==> src/design/ptw_pkg.sv <==
package ptw_pkg;

   localparam int DATA_WIDTH = 32;
   localparam int REQ_TDATA_W = 32;
   localparam int RSP_TDATA_W = 8;
   localparam int CNT_W = $clog2(DATA_WIDTH);

   typedef logic [DATA_WIDTH-1:0] word_type;

   // Request to the bit-serial divider.
   typedef struct packed {
      logic     start;
      word_type dividend;
      word_type divisor;
   } div_req_type;

   // Response from the bit-serial divider; quotient and remainder hold until the next start.
   typedef struct packed {
      logic     done;
      word_type quotient;
      word_type remainder;
   } div_rsp_type;

endpackage

==> src/design/ptw_divider.sv <==
module ptw_divider (
   input  logic                 clock,
   input  logic                 reset,
   input  ptw_pkg::div_req_type div_req,
   output ptw_pkg::div_rsp_type div_rsp
);
   import ptw_pkg::*;

   word_type               rem_ff, rem_in;
   word_type               quo_ff, quo_in;
   word_type               div_ff;
   logic [CNT_W-1:0]       cnt_ff;
   logic                   busy_ff;
   logic                   done_ff;
   logic [DATA_WIDTH:0]    trial;
   logic [DATA_WIDTH:0]    diff;
   logic                   fits;

   // Restoring division: one dividend bit enters the partial remainder per cycle,
   // and one quotient bit leaves into the vacated low end of the shift register.
   always_comb begin
      trial  = {rem_ff, quo_ff[DATA_WIDTH-1]};
      diff   = trial - {1'b0, div_ff};
      fits   = trial >= {1'b0, div_ff};
      rem_in = fits ? diff[DATA_WIDTH-1:0] : trial[DATA_WIDTH-1:0];
      quo_in = {quo_ff[DATA_WIDTH-2:0], fits};
   end

   always_ff @(posedge clock) begin
      if (reset) begin
         busy_ff <= 1'b0;
         done_ff <= 1'b0;
         cnt_ff  <= '0;
      end else begin
         done_ff <= 1'b0;
         if (div_req.start) begin
            busy_ff <= 1'b1;
            cnt_ff  <= '0;
         end else if (busy_ff) begin
            cnt_ff <= cnt_ff + 1'b1;
            if (cnt_ff == CNT_W'(DATA_WIDTH - 1)) begin
               busy_ff <= 1'b0;
               done_ff <= 1'b1;
            end
         end
      end
   end

   always_ff @(posedge clock) begin
      if (div_req.start) begin
         rem_ff <= '0;
         quo_ff <= div_req.dividend;
         div_ff <= div_req.divisor;
      end else if (busy_ff) begin
         rem_ff <= rem_in;
         quo_ff <= quo_in;
      end
   end

   assign div_rsp.done      = done_ff;
   assign div_rsp.quotient  = quo_ff;
   assign div_rsp.remainder = rem_ff;

endmodule

==> src/design/prime_test_six_k_wheel.sv <==
// Primality test of a signed integer by trial division on the 6k +/- 1 wheel.
// The req_ channel carries one candidate per transaction; the rsp_ channel
// returns exactly one transaction per candidate with bit 0 set when it is prime.
// Negative values, zero and one are reported not prime; two and three prime.
// Every other candidate is first divided by 6 and, if the remainder is 1 or 5, then
// by the divisor pairs d and d+2 for d = 5, 11, 17, ... while d <= n / d. A single
// bit-serial restoring divider does all of the work, one quotient bit per cycle.
// The number of wheel steps grows to about 7700 for 31-bit primes.
// One candidate is processed at a time. A new candidate is taken as soon as the
// previous result has moved into the output register, even while that result
// still waits for rsp_tready; a stalled receiver holds the result and, once a
// second result is ready, holds the block as well.
// Reset is synchronous and clears all control state; nothing else needs clearing.
module prime_test_six_k_wheel (
   input  logic                            clock,
   input  logic                            reset,
   input  logic                            req_tvalid,
   output logic                            req_tready,
   input  logic [ptw_pkg::REQ_TDATA_W-1:0] req_tdata,  // [31:0] candidate
   output logic                            rsp_tvalid,
   input  logic                            rsp_tready,
   output logic [ptw_pkg::RSP_TDATA_W-1:0] rsp_tdata   // [0] is_prime, [7:1] zero
);
   import ptw_pkg::*;

   typedef enum logic [2:0] {
      S_IDLE,
      S_MOD6,
      S_DIV_LO,
      S_DIV_HI,
      S_RESULT
   } state_type;

   state_type    state_ff;
   word_type     n_ff;
   word_type     d_ff;
   logic         prime_ff;
   logic         rsp_tvalid_ff;
   logic         rsp_prime_ff;
   div_req_type  div_req_ff;
   div_rsp_type  div_rsp;
   word_type     cand;
   logic         accept;
   logic         out_free;

   assign cand       = DATA_WIDTH'(req_tdata);
   assign req_tready = (state_ff == S_IDLE) && !reset;
   assign accept     = req_tvalid && req_tready;
   assign out_free   = !rsp_tvalid_ff || rsp_tready;

   ptw_divider u_divider (
      .clock   (clock),
      .reset   (reset),
      .div_req (div_req_ff),
      .div_rsp (div_rsp)
   );

   always_ff @(posedge clock) begin
      if (reset) begin
         state_ff         <= S_IDLE;
         rsp_tvalid_ff    <= 1'b0;
         div_req_ff.start <= 1'b0;
      end else begin
         div_req_ff.start <= 1'b0;
         // In the result state the output register is reloaded below instead.
         if (rsp_tvalid_ff && rsp_tready && state_ff != S_RESULT) begin
            rsp_tvalid_ff <= 1'b0;
         end
         unique case (state_ff)
            S_IDLE: begin
               if (accept) begin
                  n_ff <= cand;
                  if (cand[DATA_WIDTH-1] || cand <= DATA_WIDTH'(1)) begin
                     prime_ff <= 1'b0;
                     state_ff <= S_RESULT;
                  end else if (cand == DATA_WIDTH'(2) || cand == DATA_WIDTH'(3)) begin
                     prime_ff <= 1'b1;
                     state_ff <= S_RESULT;
                  end else begin
                     div_req_ff.start    <= 1'b1;
                     div_req_ff.dividend <= cand;
                     div_req_ff.divisor  <= DATA_WIDTH'(6);
                     state_ff            <= S_MOD6;
                  end
               end
            end
            S_MOD6: begin
               if (div_rsp.done) begin
                  if (div_rsp.remainder == DATA_WIDTH'(1) ||
                      div_rsp.remainder == DATA_WIDTH'(5)) begin
                     d_ff                <= DATA_WIDTH'(5);
                     div_req_ff.start    <= 1'b1;
                     div_req_ff.dividend <= n_ff;
                     div_req_ff.divisor  <= DATA_WIDTH'(5);
                     state_ff            <= S_DIV_LO;
                  end else begin
                     prime_ff <= 1'b0;
                     state_ff <= S_RESULT;
                  end
               end
            end
            S_DIV_LO: begin
               if (div_rsp.done) begin
                  // The loop bound d <= n / d comes from the same division.
                  if (d_ff > div_rsp.quotient) begin
                     prime_ff <= 1'b1;
                     state_ff <= S_RESULT;
                  end else if (div_rsp.remainder == '0) begin
                     prime_ff <= 1'b0;
                     state_ff <= S_RESULT;
                  end else begin
                     div_req_ff.start    <= 1'b1;
                     div_req_ff.dividend <= n_ff;
                     div_req_ff.divisor  <= d_ff + DATA_WIDTH'(2);
                     state_ff            <= S_DIV_HI;
                  end
               end
            end
            S_DIV_HI: begin
               if (div_rsp.done) begin
                  if (div_rsp.remainder == '0) begin
                     prime_ff <= 1'b0;
                     state_ff <= S_RESULT;
                  end else begin
                     d_ff                <= d_ff + DATA_WIDTH'(6);
                     div_req_ff.start    <= 1'b1;
                     div_req_ff.dividend <= n_ff;
                     div_req_ff.divisor  <= d_ff + DATA_WIDTH'(6);
                     state_ff            <= S_DIV_LO;
                  end
               end
            end
            S_RESULT: begin
               if (out_free) begin
                  rsp_tvalid_ff <= 1'b1;
                  rsp_prime_ff  <= prime_ff;
                  state_ff      <= S_IDLE;
               end
            end
            default: begin
               state_ff <= S_IDLE;
            end
         endcase
      end
   end

   assign rsp_tvalid = rsp_tvalid_ff;
   assign rsp_tdata  = {(RSP_TDATA_W - 1)'(0), rsp_prime_ff};

`ifndef SYNTHESIS
   // The divider only finishes while the controller waits for it.
   assert property (@(posedge clock) disable iff (reset)
      div_rsp.done |-> (state_ff == S_MOD6 || state_ff == S_DIV_LO || state_ff == S_DIV_HI))
      else $error("divider finished while no division was pending");

   // A negative candidate goes straight to a not-prime result.
   assert property (@(posedge clock) disable iff (reset)
      (accept && req_tdata[DATA_WIDTH-1]) |=> (state_ff == S_RESULT && !prime_ff))
      else $error("negative candidate not rejected at once");

   // A division never completes in the cycle in which it is launched.
   assert property (@(posedge clock) disable iff (reset)
      div_req_ff.start |-> !div_rsp.done)
      else $error("divider completed in the launch cycle");

   // A result leaves the result state only into a free output register.
   assert property (@(posedge clock) disable iff (reset)
      (state_ff == S_RESULT && !out_free) |=> state_ff == S_RESULT)
      else $error("result dropped while the output register was full");
`endif

endmodule

==> config.mk <==
export PLATFORM = sky130hd
export DESIGN_NAME = prime_test_six_k_wheel
export DESIGN_NICKNAME = d
export VERILOG_FILES = /design/src/design/ptw_pkg.sv /design/src/design/ptw_divider.sv /design/src/design/prime_test_six_k_wheel.sv
export SDC_FILE = /design/constraint.sdc
export NUM_CORES = 1
export LEC_CHECK = 0
export CELL_PAD_IN_SITES_DETAIL_PLACEMENT = 2
export CELL_PAD_IN_SITES_GLOBAL_PLACEMENT = 2
export CORE_UTILIZATION = 38
export CTS_CLUSTER_SIZE = 14
export DETAILED_ROUTE_END_ITERATION = 7
export DONT_BUFFER_PORTS = 1
export HOLD_SLACK_MARGIN = 0.02
export PLACE_DENSITY = 0.81
export SLEW_MARGIN = 10
export SYNTH_ARGS = -nofsm -noshare
export SYNTH_HDL_FRONTEND = slang
export SYNTH_SLANG_ARGS = --single-unit
==> constraint.sdc <==
create_clock -name clock -period 3.9 [get_ports clock]
set_clock_uncertainty 0.1 [all_clocks]
set_input_delay 0.975 -clock clock [delete_from_list [all_inputs] [get_ports clock]]
set_output_delay 0.975 -clock clock [all_outputs]
set_load 0.02 [all_outputs]
Word level (Yosys, flattened, before mapping)
Index checks and enable logic that the tools add are counted.
{"block": "word_totals", "output_inout_bits": 10, "ff_bits": 238, "input_bits": 36, "word_cells": 118}
{"block": "classes", "eq_ne": 23, "addsub": 4, "bitwise": 2, "order_cmp": 3, "muxes": 48, "reduce_logical": 23}
{"operator": "$mux 65", "count": 10}
{"operator": "$pmux 65 s4", "count": 1}
{"operator": "$mux 32", "count": 7}
{"operator": "$eq 32x2->1 const B", "count": 2}
{"operator": "$pmux 32 s2", "count": 1}
{"operator": "$ge 33x32->1", "count": 1}
{"operator": "$mux 3", "count": 11}
{"operator": "$add 32x2->32 const B", "count": 1}
{"operator": "$add 32x3->32 const B", "count": 1}
{"operator": "$eq 32x1->1 const B", "count": 1}
{"operator": "$eq 32x3->1 const B", "count": 1}
{"operator": "$gt 32x32->1", "count": 1}
{"operator": "$le 32x1->1 const B", "count": 1}
{"operator": "$logic_not 32->1", "count": 1}
{"operator": "$sub 32x32->32", "count": 1}
{"operator": "$ne 2x2->1 const B", "count": 9}
{"operator": "$mux 1", "count": 16}
{"operator": "$pmux 3 s5", "count": 1}
{"operator": "$reduce_and 12->1", "count": 1}
{"operator": "$reduce_and 8->1", "count": 1}
{"operator": "$eq 3x2->1 const B", "count": 2}
{"operator": "$ne 2x1->1 const B", "count": 3}
{"operator": "$reduce_and 3->1", "count": 2}
{"operator": "$reduce_and 6->1", "count": 1}
{"operator": "other kinds (17)", "count": 26}

Logic depth before layout (Yosys ltp)
Gate-level depths: netlist of the first run.
{"block": "depth", "depth_word": 6, "ltp_mapped": 14, "depth_no_buf": 12}

Cells and area by module
Synthesis of the first run repeated with hierarchy kept, for this count alone.
{"block": "unflattened", "cells_unflattened": 1264, "hier_area_um2": 13327.8}
{"mod": "prime_test_six_k_wheel", "cells_per_inst": 662, "area_per_inst_um2": 7324.5, "seq_area_each_um2": 3973.8, "instances": 1}
{"mod": "ptw_divider", "cells_per_inst": 602, "area_per_inst_um2": 6003.3, "seq_area_each_um2": 2702.6, "instances": 1}

Worst setup path after synthesis of the first run
Ideal clock, no wire load.
{"block": "synth_path", "path_kind": "reg-to-reg", "from": "register d_ff[5]", "to": "register div_req_ff[0] (netlist bit) (enable)", "path_buffers": 0, "stages_incl_launch_ff": 10, "t_required_ns": 3.381, "period_less_slack_ns": 4.022, "slack_ns": -0.122, "setup_ns": 0.419, "arrival_ns": 3.504, "path_cell_list": "edfxtp_1 ha_1 a21o_1 a21oi_1 nor2b_1 o31a_1 nor4_2 nor2_1 o21ai_0 o211a_1"}
{"block": "synth_between", "elab_chain_cells": 3}
{"element": "start, declared", "line_no": "prime_test_six_k_wheel.sv:36", "source": "word_type d_ff;"}
{"element": "start signal, assigned", "line_no": "prime_test_six_k_wheel.sv:125", "source": "d_ff <= d_ff + DATA_WIDTH'(6);"}
{"element": "$gt 32x32->1", "line_no": "prime_test_six_k_wheel.sv:105", "source": "if (d_ff > div_rsp.quotient) begin"}
{"element": "$ne 2x2->1 (no line)"}
{"element": "$reduce_and 12->1 (no line)"}
{"element": "end, declared", "line_no": "prime_test_six_k_wheel.sv:40", "source": "div_req_type div_req_ff;"}
Every way passes these cells.
A chain may end at the register's enable or synchronous reset.

Final worst setup path of the first run
{"block": "layout_path", "from": "register d_ff[21]", "to": "register div_req_ff[26] (netlist bit) (enable)"}
The elaborated chain is that of the path after synthesis.

==> summary.txt, run 1 <==
Synth
  – Main combinational cell family by area after synthesis: compound AO/OA/AOI/OAI gates
  – Synth Cell Area: 0.0130 sq mm
  – Post-synthesis compound-gate area fraction: 0.162
  – Synth Area in XOR/XNOR: 0.0477
  – Seq/Total Area, Yosys: 0.512
  – Adder-cell share of the synthesized area: 0.0659
  – Number of synthesized flops with an enable pin: 193
  – Cell variety after synth: 76
  – Mux cell area share after synthesis: 0.00567
  – Top FF cell, synth: edfxtp_1
  – Asr flop ratio synth: 0
  – Yosys warns: 0
  – Mean Syn Cell Area: 10.2 sq um
  – Post-synthesis register bit count: 237
  – Synth Area in Simple Gates: 0.155
  – Syn Inst Count: 1,276

Critical path
  – Worst path slowest cell: edfxtp_1
  – Max incr delay on CP: 0.50 ns
  – Setup crit end kind: register
  – R2R Path End: div_req_ff[26]$_DFFE_PP_
  – Worst r2r path cells: 10
  – Worst R2R Setup Slack: 0.19 ns
  – WP data required: 4.03 ns
  – CP Max Fanout: 34
  – Worst Path Arrival: 3.84 ns
  – CP startpoint kind: register
  – Critical path cell sequence: ha_1, a21o_1, a21o_1, a211oi_1, o21ai_0, a22oi_1, nor2_1, o21ai_0, o211a_2, buf_12
  – R2r startpoint: d_ff[21]$_SDFFCE_PN0P_
  – Critical setup path kind: reg -> reg

Drt
  – Total number of vias: 10.2k
  – WL per Instance: 24.9 um
  – Drt first pass iters: 4
  – Via/cell ratio: 5.85
  – Routed Antenna Nets: 0
  – Initial drt markers: 629
  – DRC viols: 0
  – Total wire length: 43.4 mm

Pwr
  – Maximum VDD drop: 0.000406 V
  – Combinational share of power: 0.281
  – Net Sw Power: 2.89 mW
  – Pwr Density: 581 mW/mm^2
  – Flop pwr share: 0.385
  – Switch share: 0.342
  – Leakage power total: 5.29 nW
  – Pint: 5.55 mW
  – Clock power frac: 0.334

Clock network
  – Post-CTS resize count: 0
  – H-tree depth: 1
  – Number of post-CTS setup repair buffers: 0
  – Clock Tree Buf Depth: 3
  – Clk pin slew, worst setup/hold paths: 0.06 ns
  – Clk sink count: 237
  – Root Driver: clkbuf_16
  – Hold Buf Count CTS: 0
  – Worst-Skew Late Latency: 0.56 ns
  – CTS tree: done
  – CTS Buf Count: 28

Floorplanning
  – # IOs: 46
  – Row count: 67
  – Die span in y: 187 um
  – Core area: 0.0336 sq mm
  – Die Width: 187 um
  – Initial Util: 0.388
  – Die area: 0.0350 sq mm

Timing
  – Slew headroom: 0.366
  – Fmax achieved: 270 MHz
  – RSZ-0062 raised after global routing: false
  – Slew Limit Fails: 0
  – Final setup violation count: 0
  – Final Cycle Share: 0.951
  – Setup TNS: 0 ns
  – Worst hold slack: 0.324 ns
  – Fin. Hold Viols: 0
  – Actual slew at the worst max-slew pin: 0.947 ns
  – Min Tclk post-route: 3.71 ns

GRT
  – Vias in the first global route: 11.4k
  – Largest net degree at the start of global routing: 63
  – First-pass GRT wire length: 67.9 mm
  – Gr ovfl total: 0
  – Global Route Usage Sum: 0.248
  – Number of antenna violations at the first check in global routing: 1

Worst hold path
  – Hold Path Stages: 0
  – Hold endpoint: u_divider.div_ff[31]$_DFFE_PP_
  – Min-delay src: div_req_ff[31]$_DFFE_PP_
  – Min-Delay Path Class: reg -> reg

Status
  – Status: completed

Final layout
  – Fin nets: 1,376
  – Area Growth Syn to Fin: 11.4%
  – Post-layout utilization of the core: 0.432
  – Sequential Area: 0.00668 sq mm
  – Multi-input gate area: 0.00574 sq mm
  – Share of layout cells above drive strength 1: 0.0866
  – Fillers: 3,491

Place
  – RD Place Congestion: 0.857
  – I/O Buffers: 0
  – HPWL Detailed: 31.2 mm

Job
  – Max_cap viols: 0
worst max-delay path, delay by kind of cell (launching register included):
family / cells / cell delay [ns]
and+or+nand+nor: 1 / 0.20
DFF: 1 / 0.50
AOI/OAI and AO/OA: 7 / 1.92
buffers and inverters: 1 / 0.24
adders and majority gates: 1 / 0.38
sequential cells by signal, summed over array words and instances, names as in the netlist:
signal             flops
prime_ff               1
d_ff                  31
rsp_prime_ff           1
u_divider.busy_ff      1
n_ff                  32
u_divider.cnt_ff       5
u_divider.div_ff      32
u_divider.quo_ff      32
div_req_ff            65
u_divider.rem_ff      32
state_ff               3
u_divider.done_ff      1
rsp_tvalid             1
through the flow:
step                      instances  power, mW  cell area (sq um)  worst slack (ns)
final                          1743       8.43              14500             0.191
after global routing           1742       8.83              14500            0.0232
after CTS                      1742       8.49              14500             0.242
after detailed placement       1690       5.62              13500             0.316
after global placement         1690       5.50              13500             0.452
after floorplan                1282       4.98              13100             0.268
per-layer routing:
layer,share of wire,global-route usage,routed length [um],up-vias
li1,-,-,-,4648
met2,0.51,0.444,22200,254
met4,0.031,0.0813,1340,0
met3,0.036,0.0343,1590,81
met5,0,0,0,-
met1,0.42,0.305,18300,5212
power groups by stage:
stage               clock network (mW)  registers [mW]  logic [mW]
floorplan                            0            3.18        1.79
global placement                     0            3.28        2.21
detailed placement                   0            3.30        2.33
CTS                               2.87            3.25        2.37
global route                      2.95            3.28        2.60
finish                            2.81            3.25        2.37
cell usage in the layout (no fill, tap or decap), types with 8 or more instances in the layout:
cell       synthesis  routed
xor2_1            43      43
o21ai_0           56      56
clkbuf_16          0      29
a21oi_1           86      86
a311oi_1          20      20
nor2_1           134     133
and3_1             9       9
dfxtp_1           44      42
nor2b_1           13      13
ha_1              67      67
a21o_1            21      21
edfxtp_1         193     193
or3_1             10      10
nand2_1          136     136
xnor2_1           28      28
nand3_1           17      17
inv_1             79      79
nor4_1            19      19
nor3_1            17      16
nand4_1           36      36
a22o_1            32      32
a31oi_1            9       9
o22ai_1            8       8
a211oi_1          11      11
buf_4             16      26
synth_stat cells, drive strengths merged, types with 4 or more instances:
master    n  area, sq um
nor3     19          105
nor2    136          515
nand2   138          523
a311oi   21          190
inv      79          297
and3     10         67.6
o21ai    64          324
or2       5         31.3
nand2b    7         43.8
o22a      5         43.8
o211ai    6         50.1
dfxtp    44          881
a21oi    88          448
nand4    36          225
and4      4         35.0
xnor2    28          245
mux2i     4         40.0
o21a      7         60.1
a22o     32          280
a31oi     9         56.3
nand3    20          115
buf      34          223
o22ai     8         50.1
clkbuf   35          131
nor4     20          131
xor2     43          377
ha       67          838
a21o     21          158
or3      10         62.6
edfxtp  193         5800
a211oi   13          108
o31ai     7         57.6
and2      6         41.3
nor2b    13         81.3
a221oi    7         67.6
how the worst max path moves through the flow:
stage | from | to | slack (ns) | cells after the start
finish | d_ff[21]$_SDFFCE_PN0P_ | div_req_ff[26]$_DFFE_PP_ | 0.19 | 10
global route | d_ff[21]$_SDFFCE_PN0P_ | div_req_ff[28]$_DFFE_PP_ | 0.02 | 10
CTS | d_ff[21]$_SDFFCE_PN0P_ | div_req_ff[21]$_DFFE_PP_ | 0.24 | 10
detailed placement | d_ff[25]$_SDFFCE_PN0P_ | div_req_ff[22]$_DFFE_PP_ | 0.32 | 10
global placement | req_tdata[8] | div_req_ff[23]$_DFFE_PP_ | 0.45 | 9
floorplan | d_ff[5]$_SDFFCE_PN0P_ | div_req_ff[0]$_DFFE_PP_ | 0.27 | 9
cell type report:
type,count,area share
clock inverter,22,0.0174
inverter,80,0.0207
multi-input combinational,896,0.395
tap,448,0.0386
clock buffer,30,0.0502
sequential,237,0.460
antenna,1,0.000172
timing repair buffer,29,0.0176
kinds of logic after synthesis:
group | count (synthesis)
adder cells (fa/ha/maj) | 68
XOR/XNOR | 71
buffers and inverters | 149
multiplexers | 7
AO/OA/AOI/OAI | 314
AND/OR/NAND/NOR | 429
flip-flops | 237
other | 1
No activity file was read; power rests on OpenSTA's default activity.
==> run 2: changes to the inputs <==
--- a/config.mk
+++ b/config.mk
@@ -7,12 +7,12 @@
 export LEC_CHECK = 0
 export CELL_PAD_IN_SITES_DETAIL_PLACEMENT = 2
 export CELL_PAD_IN_SITES_GLOBAL_PLACEMENT = 2
-export CORE_UTILIZATION = 38
+export CORE_UTILIZATION = 35
 export CTS_CLUSTER_SIZE = 14
 export DETAILED_ROUTE_END_ITERATION = 7
 export DONT_BUFFER_PORTS = 1
 export HOLD_SLACK_MARGIN = 0.02
-export PLACE_DENSITY = 0.81
+export PLACE_DENSITY = 0.76
 export SLEW_MARGIN = 10
 export SYNTH_ARGS = -nofsm -noshare
 export SYNTH_HDL_FRONTEND = slang
==> summary.txt, run 2 (synthesis gave the netlist of run 1 again) <==
Place
  – Post-DP Area: 0.0135 sq mm (about the same)
  – RD Place Congestion: 0.875 (was 0.857)
  – HPWL Detailed: 30.2 mm (was 31.2 mm)
  – I/O Buffers: 0 (unchanged)
  – Dpl cells: 1,704 (was 1,690)

Pwr
  – Maximum VDD drop: 0.000306 V (was 0.000406 V)
  – Flop pwr share: 0.382 (was 0.385)
  – Combinational share of power: 0.274 (was 0.281)
  – Leakage power total: 5.29 nW (about the same)
  – Net Sw Power: 2.89 mW (about the same)
  – Clock power frac: 0.344 (was 0.334)
  – Pwr Density: 584 mW/mm^2 (was 581 mW/mm^2)
  – Pint: 5.61 mW (was 5.55 mW)
  – Switch share: 0.340 (was 0.342)

Floorplanning
  – # IOs: 46 (unchanged)
  – Die area: 0.0380 sq mm (was 0.0350 sq mm)
  – Core area: 0.0366 sq mm (was 0.0336 sq mm)
  – Die span in y: 195 um (was 187 um)
  – Row count: 70 (was 67)
  – Initial Util: 0.356 (was 0.388)
  – Die Width: 195 um (was 187 um)

Final layout
  – Max reg flops: 65 (unchanged)
  – ANT cells: 0 (was 1)
  – Area Growth Syn to Fin: 11.6% (was 11.4%)
  – Most common cell after layout, fill and taps aside: edfxtp_1 (unchanged)
  – Biggest register: div_req_ff (unchanged)
  – Post-layout utilization of the core: 0.397 (was 0.432)
  – Non-filler cells, final: 1,756 (was 1,743)
  – Fin nets: 1,370 (was 1,376)
  – Design area: 0.0145 sq mm (about the same)
  – Share of layout cells above drive strength 1: 0.0846 (was 0.0866)
  – Most frequent cells in the layout: edfxtp_1 (193), nand2_1 (136), nor2_1 (133), a21oi_1 (86), inv_1 (79) (unchanged)

GRT
  – Global Route Usage Sum: 0.221 (was 0.248)
  – Largest net degree at the start of global routing: 58 (was 63)
  – Number of antenna violations at the first check in global routing: 0 (was 1)
  – Gr ovfl total: 0 (unchanged)
  – Vias in the first global route: 11.0k (was 11.4k)
  – First-pass GRT wire length: 65.1 mm (was 67.9 mm)

Clock network
  – Worst-Skew Late Latency: 0.58 ns (was 0.56 ns)
  – CTS Buf Count: 28 (unchanged)
  – Post-CTS resize count: 0 (unchanged)
  – Hold Buf Count CTS: 0 (unchanged)
  – Clk sink count: 237 (unchanged)
  – Clock Tree Buf Depth: 3 (unchanged)
  – H-tree depth: 1 (unchanged)
  – Root Driver: clkbuf_16 (unchanged)
  – Number of post-CTS setup repair buffers: 0 (unchanged)
  – Clk pin slew, worst setup/hold paths: 0.06 ns (about the same)
  – CTS tree: done (unchanged)

Timing
  – Min Tclk post-route: 3.70 ns (was 3.71 ns)
  – Final setup violation count: 0 (unchanged)
  – RSZ-0062 raised after global routing: false (unchanged)
  – Fin. Hold Viols: 0 (unchanged)
  – Fmax achieved: 270 MHz (about the same)
  – Slew headroom: 0.379 (was 0.366)
  – Final Cycle Share: 0.949 (was 0.951)
  – Actual slew at the worst max-slew pin: 0.931 ns (was 0.947 ns)
  – Setup TNS: 0 ns (unchanged)
  – Slew Limit Fails: 0 (unchanged)

Critical path
  – Worst R2R Setup Slack: 0.20 ns (was 0.19 ns)
  – Critical setup path kind: reg -> reg (unchanged)
  – Worst Path Arrival: 3.87 ns (was 3.84 ns)
  – R2r startpoint: d_ff[17]$_SDFFCE_PN0P_ (was d_ff[21]$_SDFFCE_PN0P_)
  – Setup crit end kind: register (unchanged)
  – Worst r2r path cells: 10 (unchanged)
  – WP data required: 4.07 ns (was 4.03 ns)
  – R2R Path End: div_req_ff[49]$_DFFE_PP_ (was div_req_ff[26]$_DFFE_PP_)
  – CP startpoint kind: register (unchanged)
  – CP Max Fanout: 31 (was 34)
  – Critical path launch point: d_ff[17]$_SDFFCE_PN0P_ (was d_ff[21]$_SDFFCE_PN0P_)
  – CP endpoint: div_req_ff[49]$_DFFE_PP_ (was div_req_ff[26]$_DFFE_PP_)

Drt
  – WL per Instance: 23.9 um (was 24.9 um)
  – Total wire length: 42.0 mm (was 43.4 mm)
  – Routed Antenna Nets: 0 (unchanged)
  – Drt first pass iters: 4 (unchanged)
  – Via/cell ratio: 5.68 (was 5.85)
  – Initial drt markers: 625 (was 629)
  – DRC viols: 0 (unchanged)
  – Total number of vias: 9,979 (was 10.2k)

Status
  – Status: completed (unchanged)

Job
  – Max_cap viols: 0 (unchanged)

Worst hold path
  – Min-Delay Path Class: reg -> reg (unchanged)
[run 2: power by group through the flow]
stage	clock network (mW)	logic [mW]	registers [mW]
2_1_floorplan	0	1.79	3.18
3_3_place_gp	0	2.24	3.29
3_5_place_dp	0	2.33	3.30
4_1_cts	2.98	2.35	3.25
5_1_grt	3.05	2.59	3.28
6_report	2.92	2.33	3.25
[run 2: worst min-delay path by stage]
stage	slack, ns	start	depth (start not counted)	end
after floorplan	0.30	div_req_ff[0]$_DFFE_PP_	0	u_divider.div_ff[0]$_DFFE_PP_
after global placement	0.30	div_req_ff[14]$_DFFE_PP_	0	u_divider.div_ff[14]$_DFFE_PP_
after detailed placement	0.31	div_req_ff[22]$_DFFE_PP_	0	u_divider.div_ff[22]$_DFFE_PP_
after CTS	0.32	div_req_ff[22]$_DFFE_PP_	0	u_divider.div_ff[22]$_DFFE_PP_
after global routing	0.32	div_req_ff[25]$_DFFE_PP_	0	u_divider.div_ff[25]$_DFFE_PP_
final	0.32	div_req_ff[22]$_DFFE_PP_	0	u_divider.div_ff[22]$_DFFE_PP_
[run 2: cell type report]
class	count	area [sq um]
inverter	80	300
clock inverter	22	303
tap	468	586
timing repair buffer	23	210
multi-input combinational	896	5740
sequential	237	6680
clock buffer	30	718
fill	3866	22100
[run 2: critical path, stage by stage, from the launching register on]
cell	delay [ns]
edfxtp_1	0.51
ha_1	0.38
a21o_1	0.17
a21o_1	0.17
a21oi_1	0.30
o21ai_0	0.17
a22oi_1	0.37
nor2_1	0.20
o21ai_0	0.49
o211a_4	0.30
buf_12	0.21
[run 2: layer usage]
metal / GRT usage / part of all wire / vias up
li1: - / - / 4646
met1: 0.268 / 0.42 / 5092
met2: 0.400 / 0.52 / 166
met3: 0.0307 / 0.032 / 75
met4: 0.0744 / 0.032 / 0
met5: 0 / 0 / -
[run 2: per-stage QoR]
stage	worst slack, ns	total power [mW]	hold slack (ns)
floorplan	0.268	4.98	0.300
global placement	0.495	5.53	0.301
detailed placement	0.323	5.63	0.305
CTS	0.242	8.58	0.320
global route	0.105	8.92	0.321
finish	0.199	8.50	0.318
